$ cat src/hdl/mcrt_pkg.sv
// Types and constants shared by the multi-channel repeat timer.
// Command codes, channel states, back-end states and the queued command item.
`timescale 1ns / 1ps

package mcrt_pkg;

  localparam logic [2:0] MODE_TICK   = 3'd0;
  localparam logic [2:0] MODE_ALLOC  = 3'd1;
  localparam logic [2:0] MODE_START  = 3'd2;
  localparam logic [2:0] MODE_STOP   = 3'd3;
  localparam logic [2:0] MODE_DELETE = 3'd4;

  localparam logic [7:0] REPEAT_FOREVER = 8'hFF;

  localparam int MAX_CHANNELS = 16;

  typedef enum logic [2:0] {
    CMD_TICK,
    CMD_ALLOC,
    CMD_START,
    CMD_STOP,
    CMD_DELETE,
    CMD_NOP
  } cmd_kind_t;

  typedef enum logic [1:0] {
    CH_FREE    = 2'd0,
    CH_STOPPED = 2'd1,
    CH_RUNNING = 2'd2
  } chan_state_t;

  typedef enum logic [1:0] {
    BK_IDLE,
    BK_WALK,
    BK_REPLY
  } back_state_t;

  typedef struct packed {
    cmd_kind_t   kind;
    logic [3:0]  chan;
    logic [15:0] interval;
    logic [7:0]  repeats;
    logic [15:0] tick_value;
  } cmd_t;

endpackage

$ cat src/hdl/mcrt_front.sv
// Front end: decodes an input item into a queued command.
// Depends on mcrt_pkg; out-of-range channel commands become no-ops.
`timescale 1ns / 1ps

module mcrt_front #(
  parameter int CHANNELS = 16
) (
  input  logic [2:0]    mode,
  input  logic [3:0]    channel,
  input  logic [15:0]   interval,
  input  logic [7:0]    repeats,
  input  logic [15:0]   tick_value,
  output mcrt_pkg::cmd_t cmd
);
  import mcrt_pkg::*;

  localparam int USED = (CHANNELS > MAX_CHANNELS) ? MAX_CHANNELS : CHANNELS;

  logic ch_ok;

  assign ch_ok = {1'b0, channel} < 5'(USED);

  always_comb begin
    cmd.chan       = channel;
    cmd.interval   = interval;
    cmd.repeats    = repeats;
    cmd.tick_value = tick_value;
    case (mode)
      MODE_TICK:   cmd.kind = CMD_TICK;
      MODE_ALLOC:  cmd.kind = CMD_ALLOC;
      MODE_START:  cmd.kind = ch_ok ? CMD_START : CMD_NOP;
      MODE_STOP:   cmd.kind = ch_ok ? CMD_STOP : CMD_NOP;
      MODE_DELETE: cmd.kind = ch_ok ? CMD_DELETE : CMD_NOP;
      default:     cmd.kind = CMD_NOP;
    endcase
  end

endmodule

$ cat src/hdl/mcrt_queue.sv
// Two-entry command queue between the front end and the back end.
// Depends on mcrt_pkg for the command item type.
`timescale 1ns / 1ps

module mcrt_queue (
  input  logic           clk,
  input  logic           rst,
  input  logic           push_valid,
  output logic           push_ready,
  input  mcrt_pkg::cmd_t push_cmd,
  output logic           pop_valid,
  input  logic           pop,
  output mcrt_pkg::cmd_t pop_cmd
);
  import mcrt_pkg::*;

  localparam int QD = 2;
  localparam int PW = $clog2(QD);
  localparam int CW = $clog2(QD + 1);

  cmd_t          slots [QD];
  logic [PW-1:0] wr_ptr;
  logic [PW-1:0] rd_ptr;
  logic [CW-1:0] count;
  logic          do_push;
  logic          do_pop;

  assign push_ready = count != CW'(QD);
  assign pop_valid  = count != '0;
  assign pop_cmd    = slots[rd_ptr];
  assign do_push    = push_valid && push_ready;
  assign do_pop     = pop && pop_valid;

  always_ff @(posedge clk) begin
    if (do_push) begin
      slots[wr_ptr] <= push_cmd;
    end
    if (rst) begin
      wr_ptr <= '0;
      rd_ptr <= '0;
      count  <= '0;
    end else begin
      if (do_push) begin
        wr_ptr <= (wr_ptr == PW'(QD - 1)) ? '0 : wr_ptr + PW'(1);
      end
      if (do_pop) begin
        rd_ptr <= (rd_ptr == PW'(QD - 1)) ? '0 : rd_ptr + PW'(1);
      end
      if (do_push && !do_pop) begin
        count <= count + CW'(1);
      end else if (do_pop && !do_push) begin
        count <= count - CW'(1);
      end
    end
  end

endmodule

$ cat src/hdl/mcrt_back.sv
// Back end: channel state bank and the sequencer that walks it, one channel a cycle.
// Depends on mcrt_pkg; holds the output result register.
`timescale 1ns / 1ps

module mcrt_back #(
  parameter int CHANNELS = 16
) (
  input  logic           clk,
  input  logic           rst,
  input  logic           q_valid,
  output logic           q_pop,
  input  mcrt_pkg::cmd_t q_cmd,
  output logic           out_valid,
  input  logic           out_ready,
  output logic [15:0]    expired_mask,
  output logic [15:0]    expire_value,
  output logic [3:0]     new_channel,
  output logic           alloc_failed
);
  import mcrt_pkg::*;

  localparam int USED = (CHANNELS > MAX_CHANNELS) ? MAX_CHANNELS : CHANNELS;
  localparam int IW   = (USED > 1) ? $clog2(USED) : 1;
  localparam logic [IW-1:0] LAST = IW'(USED - 1);

  back_state_t   state;
  back_state_t   state_next;
  cmd_t          cmd;
  logic [IW-1:0] idx;
  logic [15:0]   mask;
  logic [3:0]    grant;
  logic          failed;

  logic [15:0]   remaining       [USED];
  logic [15:0]   reload_interval [USED];
  logic [7:0]    repeat_left     [USED];
  chan_state_t   channel_state   [USED];

  logic [15:0]   rem_cur;
  logic [15:0]   rld_cur;
  logic [7:0]    rep_cur;
  chan_state_t   st_cur;
  logic [15:0]   rem_dec;

  logic          wr_en;
  logic [15:0]   rem_wr;
  logic [15:0]   rld_wr;
  logic [7:0]    rep_wr;
  chan_state_t   st_wr;
  logic          hit;
  logic          found;
  logic          walk_end;
  logic          load_out;

  assign rem_cur = remaining[idx];
  assign rld_cur = reload_interval[idx];
  assign rep_cur = repeat_left[idx];
  assign st_cur  = channel_state[idx];
  assign rem_dec = rem_cur - 16'd1;

  always_comb begin
    state_next = state;
    case (state)
      BK_IDLE: begin
        if (q_valid) begin
          state_next = (q_cmd.kind == CMD_NOP) ? BK_REPLY : BK_WALK;
        end
      end
      BK_WALK: begin
        if (walk_end) begin
          state_next = BK_REPLY;
        end
      end
      BK_REPLY: begin
        if (load_out) begin
          state_next = BK_IDLE;
        end
      end
      default: state_next = BK_IDLE;
    endcase
  end

  always_comb begin
    q_pop    = 1'b0;
    load_out = 1'b0;
    wr_en    = 1'b0;
    rem_wr   = rem_cur;
    rld_wr   = rld_cur;
    rep_wr   = rep_cur;
    st_wr    = st_cur;
    hit      = 1'b0;
    found    = 1'b0;
    walk_end = 1'b0;
    case (state)
      BK_IDLE: q_pop = q_valid;
      BK_WALK: begin
        case (cmd.kind)
          CMD_TICK: begin
            walk_end = idx == LAST;
            if (st_cur == CH_RUNNING && rem_cur != 16'd0) begin
              wr_en  = 1'b1;
              rem_wr = rem_dec;
              if (rem_dec == 16'd0) begin
                hit = 1'b1;
                if (rep_cur == REPEAT_FOREVER) begin
                  rem_wr = rld_cur;
                end else if (rep_cur != 8'd0) begin
                  rem_wr = rld_cur;
                  rep_wr = rep_cur - 8'd1;
                end
                if (rep_wr == 8'd0) begin
                  st_wr = CH_STOPPED;
                end
              end
            end
          end
          CMD_ALLOC: begin
            if (st_cur == CH_FREE) begin
              found    = 1'b1;
              walk_end = 1'b1;
              wr_en    = 1'b1;
              st_wr    = CH_STOPPED;
              rem_wr   = cmd.interval;
              rld_wr   = cmd.interval;
              rep_wr   = cmd.repeats;
            end else begin
              walk_end = idx == LAST;
            end
          end
          CMD_START: begin
            walk_end = 1'b1;
            if (st_cur != CH_FREE) begin
              wr_en  = 1'b1;
              rem_wr = rld_cur;
              st_wr  = CH_RUNNING;
            end
          end
          CMD_STOP: begin
            walk_end = 1'b1;
            if (st_cur != CH_FREE) begin
              wr_en = 1'b1;
              st_wr = CH_STOPPED;
            end
          end
          CMD_DELETE: begin
            walk_end = 1'b1;
            wr_en    = 1'b1;
            rem_wr   = 16'd0;
            rld_wr   = 16'd0;
            rep_wr   = 8'd0;
            st_wr    = CH_FREE;
          end
          default: walk_end = 1'b1;
        endcase
      end
      BK_REPLY: load_out = !out_valid || out_ready;
      default: ;
    endcase
  end

  always_ff @(posedge clk) begin
    if (q_pop) begin
      cmd    <= q_cmd;
      mask   <= 16'd0;
      grant  <= 4'd0;
      failed <= 1'b0;
      if (q_cmd.kind == CMD_START || q_cmd.kind == CMD_STOP || q_cmd.kind == CMD_DELETE) begin
        idx <= q_cmd.chan[IW-1:0];
      end else begin
        idx <= '0;
      end
    end else if (state == BK_WALK) begin
      if (!walk_end) begin
        idx <= idx + IW'(1);
      end
      if (hit) begin
        mask <= mask | (16'd1 << idx);
      end
      if (cmd.kind == CMD_ALLOC) begin
        if (found) begin
          grant <= 4'(idx);
        end else if (walk_end) begin
          failed <= 1'b1;
        end
      end
    end
    if (load_out) begin
      expired_mask <= (cmd.kind == CMD_TICK) ? mask : 16'd0;
      expire_value <= (cmd.kind == CMD_TICK) ? cmd.tick_value : 16'd0;
      new_channel  <= grant;
      alloc_failed <= failed;
    end
    if (rst) begin
      state     <= BK_IDLE;
      out_valid <= 1'b0;
      for (int i = 0; i < USED; i++) begin
        remaining[i]       <= 16'd0;
        reload_interval[i] <= 16'd0;
        repeat_left[i]     <= 8'd0;
        channel_state[i]   <= CH_FREE;
      end
    end else begin
      state <= state_next;
      if (load_out) begin
        out_valid <= 1'b1;
      end else if (out_ready) begin
        out_valid <= 1'b0;
      end
      if (wr_en) begin
        remaining[idx]       <= rem_wr;
        reload_interval[idx] <= rld_wr;
        repeat_left[idx]     <= rep_wr;
        channel_state[idx]   <= st_wr;
      end
    end
  end

  a_idx_range: assert property (@(posedge clk) disable iff (rst)
    state == BK_WALK |-> idx <= LAST)
    else $error("walk index beyond last channel");

  a_reply_loads: assert property (@(posedge clk) disable iff (rst)
    state == BK_REPLY && load_out |=> out_valid && state == BK_IDLE)
    else $error("reply not delivered to output register");

  a_single_step: assert property (@(posedge clk) disable iff (rst)
    state == BK_WALK && (cmd.kind == CMD_START || cmd.kind == CMD_STOP ||
    cmd.kind == CMD_DELETE) |=> state == BK_REPLY)
    else $error("channel command took more than one step");

  a_fail_clean: assert property (@(posedge clk) disable iff (rst)
    out_valid && alloc_failed |-> expired_mask == 16'd0 && new_channel == 4'd0)
    else $error("failed allocate carries other result fields");

endmodule

$ cat src/hdl/multi_channel_repeat_timer_core.sv
// Top level of the multi-channel repeat timer.
// Depends on mcrt_pkg, mcrt_front, mcrt_queue and mcrt_back.
// Commands enter through a two-item queue and are executed one at a time by a
// sequencer that visits one channel per cycle. With N = min(CHANNELS, 16), a
// tick walks all N channels, an allocate walks until it finds a free channel or
// passes the last one, and start, stop and delete visit only the named channel.
// Unused modes and commands on a channel out of range skip the walk.
// A stalled output holds the sequencer until the result is taken.
// New items are taken while the queue has room; one result is registered per item.
`timescale 1ns / 1ps

module multi_channel_repeat_timer_core #(
  parameter int CHANNELS = 16
) (
  input  logic        clk,
  input  logic        rst,
  input  logic        in_valid,
  output logic        in_ready,
  input  logic [2:0]  mode,
  input  logic [3:0]  channel,
  input  logic [15:0] interval,
  input  logic [7:0]  repeats,
  input  logic [15:0] tick_value,
  output logic        out_valid,
  input  logic        out_ready,
  output logic [15:0] expired_mask,
  output logic [15:0] expire_value,
  output logic [3:0]  new_channel,
  output logic        alloc_failed
);
  import mcrt_pkg::*;

  cmd_t front_cmd;
  cmd_t q_cmd;
  logic q_valid;
  logic q_pop;

  mcrt_front #(.CHANNELS(CHANNELS)) u_front (
    .mode       (mode),
    .channel    (channel),
    .interval   (interval),
    .repeats    (repeats),
    .tick_value (tick_value),
    .cmd        (front_cmd)
  );

  mcrt_queue u_queue (
    .clk        (clk),
    .rst        (rst),
    .push_valid (in_valid),
    .push_ready (in_ready),
    .push_cmd   (front_cmd),
    .pop_valid  (q_valid),
    .pop        (q_pop),
    .pop_cmd    (q_cmd)
  );

  mcrt_back #(.CHANNELS(CHANNELS)) u_back (
    .clk          (clk),
    .rst          (rst),
    .q_valid      (q_valid),
    .q_pop        (q_pop),
    .q_cmd        (q_cmd),
    .out_valid    (out_valid),
    .out_ready    (out_ready),
    .expired_mask (expired_mask),
    .expire_value (expire_value),
    .new_channel  (new_channel),
    .alloc_failed (alloc_failed)
  );

endmodule
$ cat config.mk
export PLATFORM = sky130hd
export DESIGN_NAME = multi_channel_repeat_timer_core
export DESIGN_NICKNAME = d
export VERILOG_FILES = /design/src/hdl/mcrt_pkg.sv /design/src/hdl/mcrt_front.sv /design/src/hdl/mcrt_queue.sv /design/src/hdl/mcrt_back.sv /design/src/hdl/multi_channel_repeat_timer_core.sv
export SDC_FILE = /design/constraint.sdc
export NUM_CORES = 1
export LEC_CHECK = 0
export ABC_AREA = 1
export BUFFER_PORTS_ARGS = -buffer_cell sky130_fd_sc_hd__buf_2
export CAP_MARGIN = 20
export CORE_ASPECT_RATIO = 2
export CORE_MARGIN = 1.5
export CORE_UTILIZATION = 57
export DETAILED_ROUTE_END_ITERATION = 10
export PLACE_DENSITY_LB_ADDON = 0.08
export SYNTH_ARGS = -nofsm -noshare
export SYNTH_HDL_FRONTEND = slang
export SYNTH_SLANG_ARGS = --single-unit
$ cat constraint.sdc
create_clock -name clk -period 3.9 [get_ports clk]
set_input_delay 0.585 -clock clk [delete_from_list [all_inputs] [get_ports clk]]
set_output_delay 0.585 -clock clk [all_outputs]
set_load 0.01 [all_outputs]
==> flow_summary.toml, run 1 <==
[timing]
fin_crit_sh = 0.992
maxSlewViolCount = 0
fin_tns_setup_ps = 0
fin_skew_ps = 32.9
setup_violations = 0
period_minus_slack_ps = 3870
max_freq_mhz = 258
timing.slew.headroom = 0.418
hold_violations = 0
max_slew.worst_pin.slew_ps = 872

[setup_path]
cp.required_ps = 4330
cp_top_family = "buffers and inverters"
critPathKind = "flip-flop to flip-flop"
cp_common_cell = "nand2_1"
worst-path-buf-inv = 9
worstPathArrival_ps = 4290
end_kind = "flip-flop"
crit_path_max_fanout = 11
crit_slowest_cell = "o211ai_1"
worstPathCellList = "clkbuf_4, buf_6, clkbuf_16, o21ai_2, o22ai_1, o211ai_1, nand2_1, buf_6, clkinv_1, nand2_1, a21oi_2, buf_6, clkinvlp_4, clkbuf_16, nor2_2, nand2_1, nand2_1, nand2_2, nand2_4, clkbuf_16, nor2_1"
start_kind = "flip-flop"
cpPeakStageDelay_ps = 460

[routing]
wl_mm = 128
drtIter0Drc = 3355
vias_per_cell = 6.04
vias = 31700
drc_errors = 0
first_pass_iters = 5
post_drt_wl_per_cell_um = 24.4
ant_nets = 0

[yosys]
ys_types = 44
synth_edf_count = 850
ys_seq_elements = 883
ys.flop_type = "edfxtp_1"
ys_seq_area_frac = 0.648
syn_area_per_cell_um2 = 9.90
ys_async_sr_fraction = 0
yosys.area.top_type_share = 0.632
syn-num-nets = 4144
yosys.area.top_type = "edfxtp_1"
ys_warn_count = 0
netlist_area_um2 = 40400
synth_area_leaders = "edfxtp_1, nor2_1, nand2_1, o21ai_0, nand3_1"
postSynthCellCount = 4081

[grt]
gr-usage-all-layers = 0.352
antenna_found_initial = 1
grt_pass1_vias = 30200
grt-ovfl-total = 0
grt_max_degree = 84
grt_pass1_wl_mm = 185

[floorplanning]
die_area_um2 = 72500
dieHeight_um = 379
fp.coreArea_um2 = 69900
initial_core_util = 0.577
num_rows = 137
io-pin-count = 90
die_w_um = 191

[cts]
cts_tree = "yes"
cts_buffer_depth = 3
clock_latency_ps = 700
cts-root-buf = "clkbuf_16"
cts_max_level = 3
numCtsBuffers = 76
clkTransAtPathRegs_ps = 70
clock-sinks = 883
hold_buffers = 0

[cells_and_area]
final_core_util = 0.679
layout_commonest_cell = "nor2_1"
drive_above_1_share = 0.161
nets = 4344
stdcell_count = 5246
syn2layout_area_growth_pct = 17.6
layout_common_cells = "nor2_1, edfxtp_1, nand2_1"

[run]
max-cap-violations = 0

[placed_design]
dp_hpwl_mm = 79.6
gp_congestion = 1.01
dp_cells = 5072
port_buffers = 89

[outcome]
status = "finished, final reports clean"

[min_path]
hold_path.class = "primary input to flip-flop"

[pwr]
finalPower_mw = 40.5
p_leak_nw = 18.6
power_density_nw_per_um2 = 852
ir_worst_vdd_mv = 0.607
[through the flow]
stage / setup WS, ps / hold WS, ps / instance area, µm²
after detailed placement: -305 / 430 / 44200
after CTS: 6.49 / 58.9 / 46800
after floorplan: 275 / 403 / 40400
after global placement: -349 / 424 / 44200
final: 30.6 / 82.8 / 47500
after global routing: -39.5 / 65.6 / 47500
[worst paths after layout]
kind	slack, ps	cells past startpoint	endpoint	start
max	30	21	u_back.remaining[1][8]$_SDFFCE_PN0P_	flip-flop
min	80	1	u_queue.slots[0][5]$_DFFE_PP_	tick_value[5]
max reg2reg	30	21	u_back.remaining[1][8]$_SDFFCE_PN0P_	flip-flop
min reg2reg	440	0	u_back.new_channel[2]$_DFFE_PP_	u_back.grant[2]$_SDFFE_PP0P_
[flip-flops by register name, indices dropped and copies added (netlist names), 2 cells and up, named ones only]
name	cells
u_back.state	2
u_back.grant	4
u_back.idx	4
u_back.remaining	256
u_back.reload_interval	256
u_back.mask	16
u_queue.count	2
u_back.new_channel	4
u_back.repeat_left	128
u_queue.slots	94
u_back.expired_mask	16
u_back.cmd	43
u_back.expire_value	16
u_back.channel_state	32
[power breakdown]
group | switching, mW | internal (mW) | total [mW] | leakage [nW]
clock | 3.49 | 4.37 | 7.86 | 1.25
combinational | 13.9 | 6.97 | 20.8 | 8.47
sequential | 0.374 | 11.4 | 11.8 | 8.88
total | 17.7 | 22.7 | 40.5 | 18.6
[logic make-up (layout without fill, tap and decap cells)]
logic type,count (synthesis),in the layout,share of synthesized area
AOI/OAI and AO/OA,554,554,0.0813
xor gates and xnor gates,1,1,0.000217
adders and majority gates,12,12,0.00372
buffers and inverters,526,787,0.0575
DFF,883,883,0.648
muxes,1,1,0.000248
other,0,1,0
and+or+nand+nor,2104,2104,0.209
[synth_stat cells (all sizes together), types with 6 or more instances]
cell,number
a221oi,16
nand4,12
o221ai,54
nor2,1106
a21oi,115
clkinv,6
o21ai,277
o22ai,22
clkbuf,132
edfxtp,850
nand2,735
nand3,240
inv,226
o211ai,43
buf,162
ha,12
dfxtp,33
o32ai,16
or2,8
[layer usage]
metal	wire length, µm	part of all wire	GRT usage
met1	43800	0.34	0.399
met2	64400	0.50	0.608
met3	10100	0.079	0.0547
met4	9680	0.076	0.236
met5	0	0	0
[layout make-up]
class | count | area, µm²
inverter | 232 | 910
clock inverter | 41 | 469
antenna | 1 | 2.50
sequential | 883 | 26200
timing repair buffer | 415 | 4460
timing repair inverter | 1 | 11.3
tap | 903 | 1130
fill | 5392 | 22400
clock buffer | 98 | 2100
multi-input combinational | 2672 | 12200
[repair_timing]
action / in CTS / in global routing
setup buffers: 1 / 21
endpoints found under the setup margin: 304 / 903
pin swaps: 1 / 18
hold endpoints to repair: 0 / 0
cloned: 0 / 11
gates resized for setup: 8 / 87
Power figures use the tool's default switching activity.
==> run 2: changes to the inputs <==
ABC_CLOCK_PERIOD_IN_PS = 3900   (was not set)
CELL_PAD_IN_SITES_DETAIL_PLACEMENT = 1   (was not set)
CELL_PAD_IN_SITES_GLOBAL_PLACEMENT = 2   (was not set)
CORE_UTILIZATION = 37   (was 57)
GPL_TIMING_DRIVEN = 0   (was not set)
==> flow_summary.toml, run 2 (synthesized netlist as in run 1, its figures left out) <==
[placed_design]
gp_congestion = 0.887
placed_cell_area_um2 = 43200
dp_hpwl_mm = 121
port_buffers = 89

[setup_path]
cp.required_ps = 4280
crit_path_max_fanout = 21
worstPathArrival_ps = 4390
end_kind = "flip-flop"
critPathKind = "flip-flop to flip-flop"
start_kind = "flip-flop"

[cts]
cts_max_level = 3
cts_tree = "yes"
cts_buffer_depth = 3
clkTransAtPathRegs_ps = 70
numCtsBuffers = 83
cts-root-buf = "clkbuf_16"
clock_latency_ps = 720
hold_buffers = 0
clock-sinks = 883

[pwr]
finalPower_mw = 45.8
ir_worst_vdd_mv = 0.568
p_leak_nw = 20.0
power_density_nw_per_um2 = 892

[timing]
timing.slew.headroom = 0.287
fin_skew_ps = 40.1
setup_violations = 597
fin_crit_sh = 1.03
hold_violations = 0
max_slew.worst_pin.slew_ps = 1070
fin_ws_ps = -109
period_minus_slack_ps = 4010
rsz0062_at_grt = "true"
maxSlewViolCount = 0
max_freq_mhz = 249

[cells_and_area]
final_core_util = 0.473
drive_above_1_share = 0.218
fillers = 11800
layout_commonest_cell = "nor2_1"
layout_common_cells = "nor2_1, edfxtp_1, nand2_1"
nets = 4551
layout_top_registers = "u_back.reload_interval: 256 flops, u_back.remaining: 256 flops, u_back.repeat_left: 128 flops"
stdcell_area_um2 = 51300
syn2layout_area_growth_pct = 27.1
multi_input_area_um2 = 13600
seq_area_um2 = 26200

[routing]
wl_mm = 185
first_pass_iters = 5
vias_per_cell = 5.56
drtIter0Drc = 2387
vias = 33000
ant_nets = 0
post_drt_wl_per_cell_um = 31.2
drc_errors = 0

[floorplanning]
io-pin-count = 90
fp.coreArea_um2 = 108000
dieHeight_um = 470
die_w_um = 237
die_area_um2 = 111000
initial_core_util = 0.372
num_rows = 171

[grt]
grt_pass1_vias = 34400
antenna_found_initial = 12
gr-usage-all-layers = 0.330
grt_pass1_wl_mm = 255
grt-ovfl-total = 0
grt_max_degree = 53

[min_path]
hold_path.class = "primary input to flip-flop"

[outcome]
status = "finished with violations"
violations = "setup timing"

[run]
max-cap-violations = 0
run 2: repair_timing:
item,4_1_cts,5_1_grt
setup endpoints to repair,1375,1274
setup buffers,102,59
cloned,44,6
pin swaps,48,54
gates resized for setup,625,225
run 2: worst max-delay path: stages, from the launching register on:
cell       delay [ps]
dfxtp_4           410
inv_4              70
buf_12            150
buf_12            150
buf_12            150
buf_12            150
buf_12            150
o21ai_1           120
o22ai_1            90
o211ai_1          220
nand2_2           240
nor2_4            210
buf_6             160
nand2_4            60
a31oi_4           190
buf_12            180
nand2_4           180
clkbuf_16         250
nand2_8           190
buf_16            240
run 2: final timing paths:
check	start	endpoint	slack (ps)	depth (start not counted)
setup reg to reg	flip-flop	u_back.remaining[8][5]$_SDFFCE_PN0P_	-110	19
setup / recovery	flip-flop	u_back.remaining[8][5]$_SDFFCE_PN0P_	-110	19
hold / removal	repeats[3]	u_queue.slots[0][19]$_DFFE_PP_	80	1
hold reg to reg	u_back.grant[1]$_SDFFE_PP0P_	u_back.new_channel[1]$_DFFE_PP_	450	0
run 2: cell type report:
class,count,share of cell area
clock inverters,44,0.00885
clock buffers,107,0.0432
well taps,1384,0.0337
multi-input cells,2688,0.265
flip-flops and latches,883,0.510
plain buffers,293,0.0549
diodes,2,0.0000975
inverters,232,0.0179
repair buffers,307,0.0666
run 2: metrics by stage:
| stage | setup WS, ps | instances | hold WS, ps | TNS (ps) |
|---|---|---|---|---|
| finish | -109 | 5940 | 76.8 | -25860 |
| global route | -221 | 5939 | 63.4 | -81520 |
| CTS | -130 | 5873 | 46.6 | -34190 |
| detailed placement | -3190 | 5577 | 432 | -3183810 |
| global placement | -3880 | 5554 | 437 | -3747170 |
| floorplan | 275 | 4081 | 403 | 0 |
run 2: metal layers:
| layer | track usage | up-vias | part of all wire |
|---|---|---|---|
| li1 | - | 14700 | - |
| met1 | 0.335 | 16600 | 0.34 |
| met2 | 0.601 | 1164 | 0.52 |
| met3 | 0.0511 | 574 | 0.050 |
| met4 | 0.255 | 18 | 0.095 |
| met5 | 0 | - | 0.00051 |
run 2: power by group:
part	leakage [nW]	internal (mW)	switching [mW]
combinational	9.77	7.79	17.9
clock	1.32	4.58	3.85
sequential	8.88	11.4	0.314
